`src/design/stiru_pkg.sv`:
```
// Shared types and constants for the sorted table insert/remove unit.
`timescale 1ns / 1ps

package stiru_pkg;

	// Field widths fixed by the item format
	localparam int unsigned DATA_W    = 32;
	localparam int unsigned CNT_OUT_W = 7;

	// Command codes
	localparam logic CMD_INSERT = 1'b0;
	localparam logic CMD_REMOVE = 1'b1;

	// Per-cycle control broadcast from the sequencer to every cell
	typedef struct packed {
		logic cmp_en;   // latch compare flags against the incoming value
		logic ins_en;   // apply a successful insert (shift toward the tail)
		logic rem_en;   // apply a successful remove (shift toward the head)
	} cell_ctl_t;

endpackage

```
`src/design/stiru_cell.sv`:
```
// One slot of the sorted table: holds an entry, compares it, shifts with its neighbors.
`timescale 1ns / 1ps

module stiru_cell (
	input  logic                                 clk,
	input  logic                                 arst_n,
	input  stiru_pkg::cell_ctl_t                 ctl,
	input  logic                                 occupied,
	input  logic signed [stiru_pkg::DATA_W-1:0]  key,
	input  logic signed [stiru_pkg::DATA_W-1:0]  left_value,
	input  logic                                 left_lt,
	input  logic signed [stiru_pkg::DATA_W-1:0]  right_value,
	output logic signed [stiru_pkg::DATA_W-1:0]  value,
	output logic                                 lt,
	output logic                                 hit
);

	logic signed [stiru_pkg::DATA_W-1:0] value_q;
	logic                                lt_q;
	logic                                eq_q;

	// Compare flags, taken when a command beat is accepted
	always_ff @(posedge clk or negedge arst_n) begin
		if (!arst_n) begin
			lt_q <= 1'b0;
			eq_q <= 1'b0;
		end else if (ctl.cmp_en) begin
			lt_q <= occupied && (value_q < key);
			eq_q <= occupied && (value_q == key);
		end
	end

	// Entry storage: keep, take the key, or take a neighbor's entry
	always_ff @(posedge clk) begin
		if (ctl.ins_en && !lt_q) begin
			value_q <= left_lt ? key : left_value;
		end else if (ctl.rem_en && !lt_q) begin
			value_q <= right_value;
		end
	end

	// First not-smaller slot that equals the key
	assign hit   = eq_q && left_lt;
	assign value = value_q;
	assign lt    = lt_q;

endmodule
```
`config.mk`:
```
export PLATFORM = sky130hd
export DESIGN_NAME = stiru_cell
export DESIGN_NICKNAME = d
export VERILOG_FILES = /design/src/design/stiru_pkg.sv /design/src/design/stiru_cell.sv
export SDC_FILE = /design/constraint.sdc
export NUM_CORES = 1
export LEC_CHECK = 0
export ABC_AREA = 1
export BUFFER_PORTS_ARGS = -buffer_cell sky130_fd_sc_hd__buf_4
export CORE_AREA = 2 2 79 81
export DETAILED_ROUTE_END_ITERATION = 8
export DIE_AREA = 0 0 81 83
export GPL_ROUTABILITY_DRIVEN = 0
export PLACE_DENSITY = 0.89
export REMOVE_ABC_BUFFERS = 1
export SLEW_MARGIN = 10
export SYNTH_ARGS = -nofsm -noshare
export SYNTH_HDL_FRONTEND = slang
export SYNTH_SLANG_ARGS = --single-unit
```
`constraint.sdc`:
```
create_clock -name clk -period 3.3 [get_ports clk]
set_clock_uncertainty 0.1 [all_clocks]
set_input_delay 0.165 -clock clk [delete_from_list [all_inputs] [get_ports clk]]
set_output_delay 0.165 -clock clk [all_outputs]
set_load 0.01 [all_outputs]
```
## Yosys cells after proc, flatten, opt, wreduce, memory -nomap -nowiden

Index checks and enable logic that the tools add are counted.
Widths: inputs -> output; s select.

- Register bits: 34
- Bits in latches: 0
- Memory bits (writable): 0
- Bits in read-only memories: 0
- Input bits: 103
- Logic and storage cells: 15
- Memories kept: 0

- Add/sub/neg operators: 0
- $mul: 0
- Divide/modulo/power cells: 0
- $lt $le $gt $ge: 1
- Equal/unequal tests: 1
- Shift-type cells: 0
- Mux-type cells: 3
- Bitwise operators: 0
- Reduce and logical (&&, ||, !) cells: 7

Operators by type and width:

| cell | number |
|---|---|
| $mux 32 | 3 |
| $eq 32x32->1 | 1 |
| $lt 32x32->1 | 1 |
| $logic_and 1x1->1 | 5 |
| $reduce_bool 2->1 | 1 |
| $logic_not 1->1 | 1 |

## Longest topological paths before layout

- Depth after elaboration: 4
- Gate-level depth with buffers: 16
- Gate-level depth less buffers: 16

## Worst setup path after synthesis

Ideal clock, no wire load.

- Path kind: reg-to-reg
- Start: reg lt_q (netlist: lt)
- End: reg value_q, in the netlist value[0] (enable)
- Library setup time: 0.422 ns
- Arrival time: 1.821 ns
- Required time: 2.778 ns
- Path slack: 0.957 ns
- Stages on the path, launching flop included: 2
- Buffers on the path: 0
- Cells stage by stage: dfrtp_1 nor2_1

- Cells in the longest elaborated chain, start to end: 3
- Elaborated cells between the ends (all ways): 4
- Classes of those cells: 4 x reduce/logical

RTL lines:

| element | RTL line | RTL |
|---|---|---|
| start, declared | stiru_cell.sv:19 | `logic lt_q;` |
| start signal, assigned | stiru_cell.sv:28 | `lt_q <= occupied && (value_q < key);` |
| $logic_not 1->1 (*) | stiru_cell.sv:35, stiru_cell.sv:37 |  |
| $logic_and 1x1->1 (on tied branches) | stiru_cell.sv:35, stiru_cell.sv:37 |  |
| $reduce_bool 2->1 (no source line) (*) | - |  |
| end signal, assigned | stiru_cell.sv:36 | `value_q <= left_lt ? key : left_value;` |
| end signal, assigned | stiru_cell.sv:38 | `value_q <= right_value;` |
| end, declared | stiru_cell.sv:18 | `logic signed [stiru_pkg::DATA_W-1:0] value_q;` |

Every way passes the cells marked *; elsewhere a longest branch is shown, timed or not.
A chain may end at the register's enable or synchronous reset.

## Final worst setup path

- Start: reg value_q, in the netlist value[31]
- End: reg lt_q (netlist: lt)

- Cells in the longest elaborated chain, start to end: 2

RTL lines:

| element | RTL line |
|---|---|
| $lt 32x32->1 | stiru_cell.sv:28 |
| $logic_and 1x1->1 | stiru_cell.sv:28 |

Every way passes these cells.

==> out/metrics.cfg <==
[floorplanning]
coreArea_um2 = 5820
num_rows = 28
pin_count = 137
start_util = 0.444
die_h_um = 83
die_w_um = 81
die-area_um2 = 6720

[run_status]
status = finished, final reports clean

[power_and_ir_drop]
p_leak_nw = 1.97
ir_drop_uv = 218
power_density_nw_per_um2 = 426
power_mw = 1.60

[synth]
post_synth_num_cell_types = 25
yosysTopAreaCell = edfxtp_1
synth_top_family_by_area = simple AND/OR/NAND/NOR gates
synth-main-ff-cell = edfxtp_1
ys_top_cells_by_area = edfxtp_1, ha_1, nand2_1, a31oi_1, inv_1
synthTopCellsByCount = nand2_1, inv_1, nor2_1
synth-compound-area-share = 0.124
yosysWarnings = 0
ys_seq_area_frac = 0.391
synthMuxAreaShare = 0
ys_seq_elements = 34
yosys.area_share.adder = 0.155
synth_top_area_frac = 0.372
syn_area_um2 = 2580
syn_area_per_cell_um2 = 7.81
synth_edf_count = 32
yosysMostFrequentCell = nand2_1
post_synth_xor_area_fraction = 0
ys_async_sr_fraction = 0.0588
synth_simple_gate_area_frac = 0.241
syn-instance-count = 331

[critical_path]
worstSetupStartpointType = register
cp_max_fo = 4
r2r_start = value[31]$_DFFE_PP_
cp-end-kind = register
required_ns = 3.38
cp.arrival_ns = 1.93
worstSetupPathType = register to register
cp-startpoint = value[31]$_DFFE_PP_

[clock_tree]
h-tree-depth = 2
numCtsBuffers = 5
clockRootBuffer = clkbuf_8
cts_sinks = 34
post_cts_buffers = 0
cts_tree = built
clk_pin_slew_ns = 0.07
max-clock-path-buffers = 2
clock_latency_ns = 0.29
cts-resized-gates = 0
postCtsHoldBufs = 1

[finish]
area_delta_synth_final_pct = 45.6
num_antenna_cells = 0
fillCellCount = 517
final_layout_size_suffix_gt1_frac = 0.332
finalNetCount = 598

[worst_hold_path]
min_from = ctl[2]
hp-class = input port to register

[grt]
overflow = 0
grt_max_degree = 65
track_usage = 0.223
grt_pass1_vias = 2749
grt_pass1_wl_um = 11900
antenna_found_initial = 0

[sta]
tns_ns = 0
rsz0062_at_grt = no
tightest_slew_ns = 0.950
post-route-min-period_ns = 1.84
hold_viol = 0
setup_violations = 0
slew_headroom = 0.365
drv_slew = 0
min_period_over_period = 0.558
max_freq_mhz = 543

[routing]
drc = 0
vias_per_cell = 5.05
wl_per_cell_um = 13.7
firstDrtPassIters = 4
vias = 2724
initialDrtViolationCount = 85
routed_wl_um = 7400
final_antenna_net_count = 0

[run]
max_cap_violations = 0

[place]
port_buffers = 136
hpwl_um = 5690

==> layout by cell type, fill, tap and decap left out, types with 2 or more instances in the layout <==
cell type	netlist	routed
a21oi_1	13	13
ha_1	32	32
clkbuf_8	0	6
nand2_1	100	100
inv_1	44	44
nor2_1	40	39
edfxtp_1	32	32
o21ai_0	2	2
nand4_1	3	3
nor2_4	0	2
nand3_1	3	3
nand2_2	2	2
a31oi_1	32	32
dfrtp_1	2	2
buf_4	0	137
a21o_1	2	2
==> sequential cells by signal (all words and copies together) (netlist names) <==
signal,flops
lt,1
value,32
eq_q,1
==> cells by family after synthesis <==
family | count (synthesis)
compound gates | 53
fa+ha+maj | 32
buf+inv | 59
flops | 34
simple gates | 153
==> per-layer routing <==
layer / up-vias / track usage / routed length [um]
met4: 0 / 0.0616 / 95
met1: 1253 / 0.244 / 2990
li1: 1360 / - / -
met3: 10 / 0.0598 / 543
met5: - / 0 / 0
met2: 101 / 0.413 / 3770
==> critical path, cell delays in order (launching register included) <==
cell,delay [ns]
edfxtp_1,0.40
ha_1,0.39
nand2_1,0.11
nor2_2,0.14
nand2_2,0.09
nor4_4,0.18
nand2_1,0.11
nand2_1,0.06
nand2_1,0.04
nand3_1,0.07
nand2_1,0.05
==> through the flow <==
stage               hold slack, ns  instances  worst slack (ns)  utilization  area (um^2)
CTS                         0.0260        539              1.43        0.647         3760
floorplan                   -0.231        318             0.957            -         2530
global route                0.0482        539              1.30        0.647         3760
finish                      0.0351        539              1.46        0.647         3760
detailed placement          -0.150        530              1.44        0.630         3660
global placement            -0.151        530              1.49        0.630         3660
==> cell type report <==
class / count / area (um^2) / area share
clock buffers: 7 / 86.3 / 0.0229
clock inverters: 1 / 5.00 / 0.00133
inverters: 46 / 173 / 0.0459
multi-input cells: 238 / 1360 / 0.360
flip-flops and latches: 34 / 1010 / 0.269
well taps: 75 / 93.8 / 0.0249
repair buffers: 138 / 1040 / 0.276
==> path summary, 6_finish.rpt <==
path                                     to  slack (ns)  cells past startpoint
min reg2reg                eq_q$_DFFE_PN0P_        0.40                      2
min                        eq_q$_DFFE_PN0P_        0.04                      4
max reg2reg                  lt$_DFFE_PN0P_        1.46                     10
min in group asynchronous  eq_q$_DFFE_PN0P_        0.11                      2
max in group asynchronous    lt$_DFFE_PN0P_        2.90                      2
max                          lt$_DFFE_PN0P_        1.46                     10
==> power by group <==
part / switching, mW / internal [mW] / leakage, nW
Combinational: 0.333 / 0.304 / 1.58
Sequential: 0.0510 / 0.585 / 0.340
Clock: 0.160 / 0.169 / 0.0482
Total: 0.544 / 1.06 / 1.97
No activity file was read; power rests on OpenSTA's default activity.
